`src/mev_pkg.sv`:
```
// ============================================================================
// Mesh element volume package
// Shared types, sizes and the tetrahedral split table of the volume block.
// ============================================================================
package mev_pkg;

   localparam int COORD_BITS_DEF   = 16;
   localparam int MAX_VERTICES_DEF = 8;
   localparam int FIELD_W          = 16;
   localparam int WHOLE_W          = 55;
   localparam int SUM_W            = 56;
   localparam int DIFF_W           = 18;
   localparam int PROD_W           = 36;
   localparam int DET_W            = 56;

   typedef enum logic [3:0] {
      ST_COLLECT,
      ST_LOAD,
      ST_DIFF,
      ST_MINOR_A,
      ST_MINOR_B,
      ST_TERM,
      ST_ACCUM,
      ST_DIVIDE,
      ST_DONE
   } state_type;

   typedef enum logic [1:0] {
      SHAPE_TET,
      SHAPE_PYR,
      SHAPE_PRI,
      SHAPE_HEX
   } shape_type;

   // Packed vertex ids a,b,c,d of one tetrahedron, three bits each.
   function automatic logic [11:0] tet_ids(input shape_type shape, input logic [2:0] idx);
      logic [11:0] r;
      r = 12'd0;
      case (shape)
         SHAPE_TET: r = {3'd0, 3'd1, 3'd2, 3'd3};
         SHAPE_PYR: r = (idx == 3'd0) ? {3'd0, 3'd1, 3'd2, 3'd4} : {3'd1, 3'd2, 3'd3, 3'd4};
         SHAPE_PRI: begin
            case (idx)
               3'd0:    r = {3'd0, 3'd1, 3'd2, 3'd4};
               3'd1:    r = {3'd0, 3'd2, 3'd3, 3'd4};
               default: r = {3'd2, 3'd5, 3'd3, 3'd4};
            endcase
         end
         SHAPE_HEX: begin
            case (idx)
               3'd0:    r = {3'd4, 3'd6, 3'd5, 3'd2};
               3'd1:    r = {3'd5, 3'd6, 3'd7, 3'd2};
               3'd2:    r = {3'd4, 3'd5, 3'd0, 3'd2};
               3'd3:    r = {3'd2, 3'd3, 3'd7, 3'd5};
               3'd4:    r = {3'd5, 3'd3, 3'd1, 3'd2};
               default: r = {3'd0, 3'd1, 3'd2, 3'd5};
            endcase
         end
         default: r = 12'd0;
      endcase
      return r;
   endfunction

   function automatic logic [2:0] tet_count(input shape_type shape);
      logic [2:0] r;
      case (shape)
         SHAPE_TET: r = 3'd1;
         SHAPE_PYR: r = 3'd2;
         SHAPE_PRI: r = 3'd3;
         default:   r = 3'd6;
      endcase
      return r;
   endfunction

endpackage

```
`src/mesh_element_volume.sv`:
```
// ============================================================================
// Mesh element volume
// Collects an element's vertices and sums the absolute determinants of its
// tetrahedra on one shared multiplier, then splits the sum into sixths.
// ============================================================================
//  channel   direction  ports
//  req_      in         req_valid, req_stall, req_vertex_x/y/z, req_last_vertex
//  rsp_      out        rsp_valid, rsp_stall, rsp_volume_whole/sixths, rsp_unsupported_shape
//
// A vertex word that is not final is taken with no stall.
// A final word sends each of the element's tetrahedra (one to six of them) through the
// one multiplier in turn, then divides the sum by six a byte at a time, before the
// result word is offered; an unsupported element goes straight from the load state to offering it.
// The result word waits under rsp_stall while no further word is taken.
// Reset is synchronous and clears the count, the overflow mark and the valid.
module mesh_element_volume #(
   parameter int COORD_BITS   = mev_pkg::COORD_BITS_DEF,
   parameter int MAX_VERTICES = mev_pkg::MAX_VERTICES_DEF
) (
   input  logic                          clock,
   input  logic                          reset,
   input  logic                          req_valid,
   output logic                          req_stall,
   input  logic signed [mev_pkg::FIELD_W-1:0] req_vertex_x,
   input  logic signed [mev_pkg::FIELD_W-1:0] req_vertex_y,
   input  logic signed [mev_pkg::FIELD_W-1:0] req_vertex_z,
   input  logic                          req_last_vertex,
   output logic                          rsp_valid,
   input  logic                          rsp_stall,
   output logic [mev_pkg::WHOLE_W-1:0]   rsp_volume_whole,
   output logic [2:0]                    rsp_volume_sixths,
   output logic                          rsp_unsupported_shape
);

   localparam int IDX_W = $clog2(MAX_VERTICES);
   localparam int CNT_W = $clog2(MAX_VERTICES + 1);
   localparam int DW    = mev_pkg::DIFF_W;
   localparam int PW    = mev_pkg::PROD_W;
   localparam int TW    = mev_pkg::DET_W;
   localparam int SW    = mev_pkg::SUM_W;
   localparam int MW    = PW + DW;
   localparam int DIV_STEPS = SW / 8;
   localparam logic [9:0] RECIP_SIX = 10'd683;

   logic signed [COORD_BITS-1:0] store_x[MAX_VERTICES];
   logic signed [COORD_BITS-1:0] store_y[MAX_VERTICES];
   logic signed [COORD_BITS-1:0] store_z[MAX_VERTICES];

   mev_pkg::state_type state_ff, state_in;
   mev_pkg::shape_type shape_ff, shape_in;
   logic [CNT_W-1:0] count_ff, count_in;
   logic             ovf_ff, ovf_in;
   logic [2:0]       tet_ff, tet_in;
   logic [1:0]       pt_ff, pt_in;
   logic [1:0]       step_ff, step_in;
   logic [5:0]       div_ff, div_in;
   logic             unsup_ff, unsup_in;
   logic             valid_ff, valid_in;

   logic signed [COORD_BITS-1:0] va_x_ff, va_y_ff, va_z_ff;
   logic signed [COORD_BITS-1:0] vp_x_ff, vp_y_ff, vp_z_ff;
   logic signed [DW-1:0] d_ff[9];
   logic signed [PW-1:0] prod_ff, minor_ff;
   logic signed [TW-1:0] det_ff;
   logic [SW-1:0]        sum_ff;
   logic [2:0]           rem_ff;
   logic [SW-1:0]        quot_ff;

   logic [11:0]      ids;
   logic [IDX_W-1:0] rd_idx;
   logic             accept;
   logic signed [PW-1:0] mul_a;
   logic signed [DW-1:0] mul_b;
   logic signed [MW-1:0] mul_p;
   logic signed [TW-1:0] term;
   logic [10:0]          div_v;
   logic [20:0]          div_m;
   logic [7:0]           div_q;
   logic [10:0]          div_r;

   assign accept = req_valid && !req_stall;
   assign ids    = mev_pkg::tet_ids(shape_ff, tet_ff);

   always_comb begin
      case (pt_ff)
         2'd0:    rd_idx = IDX_W'(ids[11:9]);
         2'd1:    rd_idx = IDX_W'(ids[8:6]);
         2'd2:    rd_idx = IDX_W'(ids[5:3]);
         default: rd_idx = IDX_W'(ids[2:0]);
      endcase
   end

   // Vertex store, written on each taken word while it has room and read through one port.
   always_ff @(posedge clock) begin
      if (accept && state_ff == mev_pkg::ST_COLLECT && count_ff < CNT_W'(MAX_VERTICES)) begin
         store_x[count_ff[IDX_W-1:0]] <= req_vertex_x[COORD_BITS-1:0];
         store_y[count_ff[IDX_W-1:0]] <= req_vertex_y[COORD_BITS-1:0];
         store_z[count_ff[IDX_W-1:0]] <= req_vertex_z[COORD_BITS-1:0];
      end
      vp_x_ff <= store_x[rd_idx];
      vp_y_ff <= store_y[rd_idx];
      vp_z_ff <= store_z[rd_idx];
   end

   // Shared multiplier operand selection. d holds u(0..2), v(3..5), w(6..8).
   // The minor terms use step 0..1; the outer term multiplies the stored minor.
   always_comb begin
      mul_a = '0;
      mul_b = '0;
      if (state_ff == mev_pkg::ST_TERM) begin
         mul_a = minor_ff;
         case (pt_ff)
            2'd0:    mul_b = d_ff[0];
            2'd1:    mul_b = d_ff[1];
            default: mul_b = d_ff[2];
         endcase
      end else begin
         case (step_ff)
            2'd0: begin
               case (pt_ff)
                  2'd0:    begin mul_a = PW'(d_ff[4]); mul_b = d_ff[8]; end
                  2'd1:    begin mul_a = PW'(d_ff[3]); mul_b = d_ff[8]; end
                  default: begin mul_a = PW'(d_ff[3]); mul_b = d_ff[7]; end
               endcase
            end
            default: begin
               case (pt_ff)
                  2'd0:    begin mul_a = PW'(d_ff[5]); mul_b = d_ff[7]; end
                  2'd1:    begin mul_a = PW'(d_ff[5]); mul_b = d_ff[6]; end
                  default: begin mul_a = PW'(d_ff[4]); mul_b = d_ff[6]; end
               endcase
            end
         endcase
      end
      mul_p = MW'(mul_a) * MW'(mul_b);
   end

   always_comb begin
      if (pt_ff == 2'd1) term = -TW'(mul_p);
      else term = TW'(mul_p);
   end

   // Division by six one byte per cycle; the quotient byte comes from a
   // reciprocal multiplication that is exact for every partial remainder.
   assign div_v = {rem_ff, quot_ff[SW-1 -: 8]};
   assign div_m = 21'(div_v) * 21'(RECIP_SIX);
   assign div_q = div_m[19:12];
   assign div_r = div_v - 11'(div_q) * 11'd6;

   always_comb begin
      state_in = state_ff;
      case (state_ff)
         mev_pkg::ST_COLLECT: begin
            if (accept && req_last_vertex) state_in = mev_pkg::ST_LOAD;
         end
         mev_pkg::ST_LOAD: begin
            if (unsup_ff) state_in = mev_pkg::ST_DONE;
            else if (pt_ff == 2'd3) state_in = mev_pkg::ST_DIFF;
         end
         mev_pkg::ST_DIFF:    state_in = mev_pkg::ST_MINOR_A;
         mev_pkg::ST_MINOR_A: state_in = mev_pkg::ST_MINOR_B;
         mev_pkg::ST_MINOR_B: state_in = mev_pkg::ST_TERM;
         mev_pkg::ST_TERM: begin
            if (pt_ff == 2'd2) state_in = mev_pkg::ST_ACCUM;
            else state_in = mev_pkg::ST_MINOR_A;
         end
         mev_pkg::ST_ACCUM: begin
            if (tet_ff + 3'd1 == mev_pkg::tet_count(shape_ff)) state_in = mev_pkg::ST_DIVIDE;
            else state_in = mev_pkg::ST_LOAD;
         end
         mev_pkg::ST_DIVIDE: begin
            if (div_ff == 6'(DIV_STEPS - 1)) state_in = mev_pkg::ST_DONE;
         end
         mev_pkg::ST_DONE: begin
            if (!rsp_stall) state_in = mev_pkg::ST_COLLECT;
         end
         default: state_in = mev_pkg::ST_COLLECT;
      endcase
   end

   always_comb begin
      count_in = count_ff;
      ovf_in   = ovf_ff;
      shape_in = shape_ff;
      unsup_in = unsup_ff;
      tet_in   = tet_ff;
      pt_in    = pt_ff;
      step_in  = step_ff;
      div_in   = div_ff;
      valid_in = valid_ff;
      case (state_ff)
         mev_pkg::ST_COLLECT: begin
            if (accept) begin
               if (count_ff < CNT_W'(MAX_VERTICES)) count_in = count_ff + CNT_W'(1);
               else ovf_in = 1'b1;
               if (req_last_vertex) begin
                  unsup_in = 1'b0;
                  tet_in   = 3'd0;
                  pt_in    = 2'd0;
                  if (ovf_ff || count_ff >= CNT_W'(MAX_VERTICES)) unsup_in = 1'b1;
                  else begin
                     case (count_ff + CNT_W'(1))
                        CNT_W'(4): shape_in = mev_pkg::SHAPE_TET;
                        CNT_W'(5): shape_in = mev_pkg::SHAPE_PYR;
                        CNT_W'(6): shape_in = mev_pkg::SHAPE_PRI;
                        CNT_W'(8): shape_in = mev_pkg::SHAPE_HEX;
                        default:   unsup_in = 1'b1;
                     endcase
                  end
                  if (count_ff + CNT_W'(1) == CNT_W'(8) && !ovf_ff) unsup_in = 1'b0;
               end
            end
         end
         mev_pkg::ST_LOAD: begin
            if (unsup_ff) valid_in = 1'b1;
            else pt_in = pt_ff + 2'd1;
         end
         mev_pkg::ST_DIFF: begin
            pt_in   = 2'd0;
            step_in = 2'd0;
         end
         mev_pkg::ST_MINOR_A: step_in = 2'd1;
         mev_pkg::ST_MINOR_B: step_in = 2'd0;
         mev_pkg::ST_TERM:    pt_in = (pt_ff == 2'd2) ? 2'd0 : pt_ff + 2'd1;
         mev_pkg::ST_ACCUM: begin
            tet_in = tet_ff + 3'd1;
            pt_in  = 2'd0;
            div_in = 6'd0;
         end
         mev_pkg::ST_DIVIDE: begin
            div_in = div_ff + 6'd1;
            if (div_ff == 6'(DIV_STEPS - 1)) valid_in = 1'b1;
         end
         mev_pkg::ST_DONE: begin
            if (!rsp_stall) begin
               valid_in = 1'b0;
               count_in = '0;
               ovf_in   = 1'b0;
            end
         end
         default: ;
      endcase
   end

   always_ff @(posedge clock) begin
      if (reset) begin
         state_ff <= mev_pkg::ST_COLLECT;
         count_ff <= '0;
         ovf_ff   <= 1'b0;
         valid_ff <= 1'b0;
         tet_ff   <= '0;
         pt_ff    <= '0;
         step_ff  <= '0;
         div_ff   <= '0;
         unsup_ff <= 1'b0;
         shape_ff <= mev_pkg::SHAPE_TET;
      end else begin
         state_ff <= state_in;
         count_ff <= count_in;
         ovf_ff   <= ovf_in;
         valid_ff <= valid_in;
         tet_ff   <= tet_in;
         pt_ff    <= pt_in;
         step_ff  <= step_in;
         div_ff   <= div_in;
         unsup_ff <= unsup_in;
         shape_ff <= shape_in;
      end
   end

   // Datapath registers. Store reads are registered, so they lag the point counter.
   always_ff @(posedge clock) begin
      if (state_ff == mev_pkg::ST_COLLECT && accept && req_last_vertex) begin
         sum_ff <= '0;
      end
      if (state_ff == mev_pkg::ST_LOAD || state_ff == mev_pkg::ST_DIFF) begin
         case (pt_ff)
            2'd1: begin
               va_x_ff <= vp_x_ff;
               va_y_ff <= vp_y_ff;
               va_z_ff <= vp_z_ff;
            end
            2'd2: begin
               d_ff[0] <= DW'(vp_x_ff) - DW'(va_x_ff);
               d_ff[1] <= DW'(vp_y_ff) - DW'(va_y_ff);
               d_ff[2] <= DW'(vp_z_ff) - DW'(va_z_ff);
            end
            2'd3: begin
               d_ff[3] <= DW'(vp_x_ff) - DW'(va_x_ff);
               d_ff[4] <= DW'(vp_y_ff) - DW'(va_y_ff);
               d_ff[5] <= DW'(vp_z_ff) - DW'(va_z_ff);
            end
            default: begin
               if (state_ff == mev_pkg::ST_DIFF) begin
                  d_ff[6] <= DW'(vp_x_ff) - DW'(va_x_ff);
                  d_ff[7] <= DW'(vp_y_ff) - DW'(va_y_ff);
                  d_ff[8] <= DW'(vp_z_ff) - DW'(va_z_ff);
                  det_ff  <= '0;
               end
            end
         endcase
      end
      if (state_ff == mev_pkg::ST_MINOR_A) prod_ff <= PW'(mul_p);
      if (state_ff == mev_pkg::ST_MINOR_B) minor_ff <= prod_ff - PW'(mul_p);
      if (state_ff == mev_pkg::ST_TERM) det_ff <= det_ff + term;
      if (state_ff == mev_pkg::ST_ACCUM) begin
         quot_ff <= sum_ff + SW'(det_ff[TW-1] ? -det_ff : det_ff);
         rem_ff  <= 3'd0;
         sum_ff  <= sum_ff + SW'(det_ff[TW-1] ? -det_ff : det_ff);
      end
      if (state_ff == mev_pkg::ST_DIVIDE) begin
         rem_ff  <= div_r[2:0];
         quot_ff <= {quot_ff[SW-9:0], div_q};
      end
   end

   assign req_stall             = (state_ff != mev_pkg::ST_COLLECT);
   assign rsp_valid             = valid_ff;
   assign rsp_unsupported_shape = unsup_ff;
   assign rsp_volume_whole      = unsup_ff ? '0 : quot_ff[mev_pkg::WHOLE_W-1:0];
   assign rsp_volume_sixths     = unsup_ff ? 3'd0 : rem_ff;

   a_stall_hold: assert property (@(posedge clock) disable iff (reset)
      rsp_valid && rsp_stall |=> rsp_valid && $stable(rsp_volume_whole))
      else $error("result word changed under stall");
   a_busy: assert property (@(posedge clock) disable iff (reset)
      rsp_valid |-> req_stall)
      else $error("vertex taken while a result waits");
   a_sixths: assert property (@(posedge clock) disable iff (reset)
      rsp_valid |-> rsp_volume_sixths < 3'd6)
      else $error("remainder out of range");
   a_count: assert property (@(posedge clock) disable iff (reset)
      count_ff <= CNT_W'(MAX_VERTICES))
      else $error("vertex count beyond store");

endmodule

```
`config.mk`:
```
export PLATFORM = sky130hd
export DESIGN_NAME = mesh_element_volume
export DESIGN_NICKNAME = d
export VERILOG_FILES = /design/src/mev_pkg.sv /design/src/mesh_element_volume.sv
export SDC_FILE = /design/constraint.sdc
export NUM_CORES = 2
export LEC_CHECK = 0
export BUFFER_PORTS_ARGS = -buffer_cell sky130_fd_sc_hd__buf_4
export CAP_MARGIN = 30
export CORE_MARGIN = 2
export CORE_UTILIZATION = 45
export DETAILED_ROUTE_END_ITERATION = 8
export GPL_TIMING_DRIVEN = 0
export SYNTH_ARGS = -nofsm -noshare
export SYNTH_HDL_FRONTEND = slang
export SYNTH_SLANG_ARGS = --single-unit
export TNS_END_PERCENT = 10
```
`constraint.sdc`:
```
create_clock -name clock -period 16 [get_ports clock]
set_clock_uncertainty 0.1 [all_clocks]
set_input_delay 0 -clock clock [delete_from_list [all_inputs] [get_ports clock]]
set_output_delay 0 -clock clock [all_outputs]
set_load 0.01 [all_outputs]
```
# After elaboration in Yosys (flattened, before gate mapping)
# Memories as Yosys holds them, arrays and structs flattened. A register that Yosys moved wholly into a read port is not among the register bits.
# Cells that the tools add are included.
# totals
in_bits,53
out_inout_bits,61
n_memories,4
ram_bits,546
register_bits,317
# classes
n_mux,92
n_eq_ne,35
magnitude_cmp,2
n_reduce_logical,47
mul,3
addsub,13
bitwise,1
# memory_table
memory,words,width,read_ports,rd_ports_with_merged_regs,write_ports,line_no,text
d_ff,9,18,9,0,3,mesh_element_volume.sv:62,logic signed [DW-1:0] d_ff[9];
store_x,8,16,1,1,1,mesh_element_volume.sv:45,logic signed [COORD_BITS-1:0] store_x[MAX_VERTICES];
store_y,8,16,1,1,1,mesh_element_volume.sv:46,logic signed [COORD_BITS-1:0] store_y[MAX_VERTICES];
store_z,8,16,1,1,1,mesh_element_volume.sv:47,logic signed [COORD_BITS-1:0] store_z[MAX_VERTICES];
# op_table
cell,count
$mux W56,10
$mux W18,10
$mux W36,4
$add A56 B56 Y56,2
$reduce_or A18 Y1,6
$pmux W12 S5,1
$neg A54 Y56,1
$neg A56 Y56,1
$mux W55,1
$mul A36 B18 Y54,1
$mux W4,13
$sub A16 B16 Y17,3
$pmux W12 S4,1
$pmux W18 S2,1
$pmux W4 S9,1
$sub A36 B36 Y36,1
$eq A4 B3 Y1 const B,7
$mux W1,26
$mux W3,8
$pmux W11 S2,1
$mul A11 B10 Y20 const B,1
$reduce_and A4 Y1,5
$pmux W3 S3,2
$pmux W2 S4,2
45 further kinds,84

# Longest topological paths before layout
# depth
depth_word,10
ltp_mapped,50

# Worst setup path before layout
# No wires, ideal clock.
# synth_path
kind,reg2reg
startpoint,register pt_ff[1]
endpoint,"register det_ff[55], data pin"
setup_ns,0.277
path_buffers,6
stages_incl_launch_ff,49
t_required_ns,15.623
path_slack_ns,3.884
arrival_ns,11.739
synth_period_minus_slack_ns,12.116
cell_sequence,dfxtp_1 -> inv_1 -> ha_1 -> buf_2 -> nor2_1 -> clkbuf_1 -> clkbuf_1 -> clkbuf_1 -> a211oi_1 -> a21oi_1 -> nor2_1 -> a31oi_1 -> clkbuf_1 -> nand2_1 -> fa_1 -> inv_1 -> fa_1 -> inv_1 -> [... 13 more ...] -> a211o_1 -> xnor2_1 -> or3_2 -> nor2_1 -> nand3_1 -> o21ai_0 -> xor2_1 -> ha_1 -> a21o_1 -> a21o_1 -> a21oi_1 -> or3b_2 -> o211ai_1 -> a31oi_1 -> a41oi_1 -> nor3b_1 -> a2111oi_0 -> o211ai_1
# synth_via
elab_chain_cells,10
elab_cells_between_ends,17
cone_classes,add/sub (2); mul (1); eq/ne (1); mux (11); reduce/logical (2)
# synth_rtl
element,line_no,text
"start, declared",mesh_element_volume.sv:54,"logic [1:0] pt_ff, pt_in;"
"start signal, assigned",mesh_element_volume.sv:263,pt_ff <= pt_in;
$eq A2 B1 Y1 / $logic_not A2 Y1 (equally long branches),"mesh_element_volume.sv:112, mesh_element_volume.sv:120, mesh_element_volume.sv:127",
$reduce_or A2 Y1 (no line),--,
$mux W36 / $mux W18 (equally long branches),--,
$mux W36 / $mux W18 (equally long branches),mesh_element_volume.sv:118,case (step_ff)
$mux W36 / $mux W18 (equally long branches),mesh_element_volume.sv:110,if (state_ff == mev_pkg::ST_TERM) begin
$mul A36 B18 Y54 *,mesh_element_volume.sv:135,mul_p = MW'(mul_a) * MW'(mul_b);
net mul_p[30],mesh_element_volume.sv:74,logic signed [MW-1:0] mul_p;
$neg A54 Y56,mesh_element_volume.sv:139,if (pt_ff == 2'd1) term = -TW'(mul_p);
$mux W56 *,mesh_element_volume.sv:139,
$add A56 B56 Y56 *,mesh_element_volume.sv:305,if (state_ff == mev_pkg::ST_TERM) det_ff <= det_ff + term;
$mux W56 *,mesh_element_volume.sv:305,
"end signal, assigned",mesh_element_volume.sv:305,
"end, declared",mesh_element_volume.sv:64,logic signed [TW-1:0] det_ff;
# The timed path passes the listed nets; every way through them passes the cells marked *.
# A chain may end at the register's enable or synchronous reset.

# Worst setup path after layout
# layout_path
startpoint,register state_ff[0]
endpoint,"register det_ff[52], data pin"
# layout_via
elab_chain_cells,7
elab_cells_between_ends,8
cone_classes,add/sub (2); mul (1); eq/ne (1); mux (4)
# layout_rtl
element,line_no,text
"start, declared",mesh_element_volume.sv:49,"mev_pkg::state_type state_ff, state_in;"
"start signal, assigned",mesh_element_volume.sv:247,state_ff <= mev_pkg::ST_COLLECT;
"start signal, assigned",mesh_element_volume.sv:258,state_ff <= state_in;
$eq A4 B3 Y1 *,"mesh_element_volume.sv:110, mesh_element_volume.sv:305",
$mux W36 / $mux W18 (equally long branches),mesh_element_volume.sv:110,
$mul A36 B18 Y54,mesh_element_volume.sv:135,
$neg A54 Y56,mesh_element_volume.sv:139,
$mux W56,mesh_element_volume.sv:139,
$add A56 B56 Y56,mesh_element_volume.sv:305,
$mux W56 *,mesh_element_volume.sv:305,
# Every way passes the cells marked *; elsewhere a longest branch is shown, timed or not.

==> run metrics <==
most frequent cells in the layout nand2_1 (945), inv_1 (880), edfxtp_1 (828); Min Hold Slack 0.118 ns; layout cells sized above 1 0.0630; GRT overflow 0; Final Wtd Congestion 0.977; Place WS -0.170 ns; status completed; prevailing post-synth register cell edfxtp_1; H-tree levels 3; final net count 8,716; antenna violations before repair 5; unrepaired setup endpoints after global routing no; Worst Setup Slack, final 0.672 ns; filler cell count 14.2k; Crit path required time 16.33 ns; initial core utilization 0.454; I/O pin count 114; critical path's slowest cell clkbuf_1; Inserted Clock Buffers 97; root buf cell clkbuf_16; chip height 402 um; Setup-failing EPs final 0; vias in the first global route 54.2k; worst min path class primary input to flip-flop; Placed Cells 9,460; Initial DRC Count 5,135; startpoint types flip-flop; CTS Buffer Depth 3; final wirelength 216,000 um; Worst-Margin Slew 1.13 ns; drc violations 0; Final Cycle Share 0.958; Synth cell types 102; CP max stage delay 0.87 ns; Syn-to-layout area delta 12.4%; crit path max fanout 10; Slew Limit Fails 0; HPWL after DPL 169,000 um; highest clock rate 65.2 MHz; type of destination of the critical path flip-flop; CTS tree done; Post-Layout Cell Count 9,756; Via density 5.61; Clock Latency Late Sink 0.76 ns; most common cell after layout, fill and taps aside nand2_1; Vias 54.7k; CP most frequent cell fa_1; Max-Cap Viols 0; # rows 145; post-detailed-route count of antenna-violating nets 0; Final Critical Period 15.33 ns; die footprint 161,000 um^2; total clock sinks 901; DRT Pass-1 Iters 6; Synth Instances 7,225; core area 157,000 um^2; Horiz. Die Dim 402 um; port bufs 112; first-pass GRT wire length 327,000 um; Async S/R FF share, synth 0; Yosys reg bits 901; data arrival time of the critical path 15.66 ns; Mapped Nets 8,329; post-synth design cell area 71,100 um^2; Multi-input gate area 40,400 um^2; Post-synth EDFFs 828; gr usage total 0.265; Worst slew margin 0.248; flip-flop and latch area 26,300 um^2; largest net degree at the start of global routing 56; wire length per cell 22.1 um; kind of critical path flip-flop to flip-flop; Ys Warns 0; Clock transition at path regs 0.06 ns; Mapped Avg Cell Area 9.84 um^2; register area share after synthesis 0.370; final hold viol count 0; setup bufs post-CTS 0
==> flip-flops by register name, indices dropped and copies added, names as in the netlist, 6 cells and up <==
register	cells
sum_ff	56
store_z	128
vp_x_ff	16
vp_y_ff	16
vp_z_ff	16
store_x	128
div_ff	6
d_ff	153
store_y	128
va_x_ff	16
minor_ff	36
det_ff	56
quot_ff	56
va_z_ff	16
prod_ff	36
va_y_ff	16
==> final cells by class <==
type | count | area share
inverters | 885 | 0.0416
repair buffers | 289 | 0.0344
clock buffers | 117 | 0.0321
diodes | 3 | 0.0000939
clock inverters | 65 | 0.00947
flip-flops and latches | 901 | 0.329
well taps | 2058 | 0.0322
plain buffers | 312 | 0.0156
multi-input cells | 5126 | 0.505
==> path summary, 6_finish.rpt <==
check	startpoint	endpoint	slack, ns	depth (start not counted)
min reg2reg	vp_y_ff[7]	va_y_ff[7]	0.30	0
max reg2reg	state_ff[0]	det_ff[52]	0.67	46
min	rsp_stall	state_ff[3]	0.12	4
max	state_ff[0]	det_ff[52]	0.67	46
==> kinds of logic after synthesis <==
family                   after synthesis  synth area share
AO/OA/AOI/OAI                       1281             0.116
XOR/XNOR                             305            0.0378
adder cells (fa/ha/maj)             1051             0.253
buffers and inverters               1198            0.0642
flip-flops                           901             0.370
multiplexers                          43           0.00637
AND/OR/NAND/NOR                     2446             0.152
==> per-layer routing <==
metal | global-route usage | up-vias | routed length [um]
met1 | 0.356 | 27200 | 90400
met2 | 0.430 | 2026 | 100000
met5 | 0 | - | 0
met4 | 0.0992 | 0 | 8560
met3 | 0.0474 | 387 | 16200
li1 | - | 25100 | -
==> through the flow <==
stage / instance area, um^2 / TNS (ns) / util
floorplan: 71100 / 0 / -
global placement: 74500 / -2.64 / 0.476
detailed placement: 75500 / -0.253 / 0.482
CTS: 79800 / 0 / 0.510
global route: 79900 / 0 / 0.510
finish: 79900 / 0 / 0.510
==> synthesized netlist by cell type, drive strengths merged, types with 9 or more instances <==
cell	n	area [um^2]
buf	49	210
nor4	25	184
fa	649	13000
a21boi	21	161
o21bai	29	218
a31o	10	87.6
and4	9	78.8
nand2b	31	194
o21a	51	383
inv	883	3310
ha	402	5030
and3	35	221
mux2	18	203
o211ai	73	548
xnor2	224	1970
nor2	800	3000
a2111oi	10	87.6
a221oi	14	135
xor2	81	717
or3	39	265
a21o	141	1060
mux2i	25	250
a211o	13	114
a211oi	69	528
clkbuf	264	1030
a31oi	43	269
or2	30	188
nand3	179	901
and2	75	469
a21oi	266	1330
nor2b	101	632
dfxtp	73	1460
o41ai	16	163
nand4	37	244
o21ai	383	1920
nand2	947	3560
a22oi	21	158
nor3	82	422
nand3b	22	178
or4	12	105
o31ai	43	362
edfxtp	828	24900
==> worst max-delay path: cells and delay by family, from the launching register on <==
| family | cells | cell delay (ns) |
|---|---|---|
| AO/OA/AOI/OAI | 11 | 3.59 |
| adder cells (fa/ha/maj) | 8 | 3.77 |
| XOR/XNOR | 3 | 0.43 |
| AND/OR/NAND/NOR | 12 | 2.94 |
| flip-flops | 1 | 0.44 |
| buffers and inverters | 12 | 3.76 |
==> repair_timing <==
action / 4_1_cts / 5_1_grt
hold endpoints to repair: 406 / 0
hold buffers: 102 / 0
resized for setup: 1 / 17
endpoints found under the setup margin: 4 / 8
Power is not shown: default switching activity piles up to over one toggle a cycle in this logic, so the estimate is an artifact.
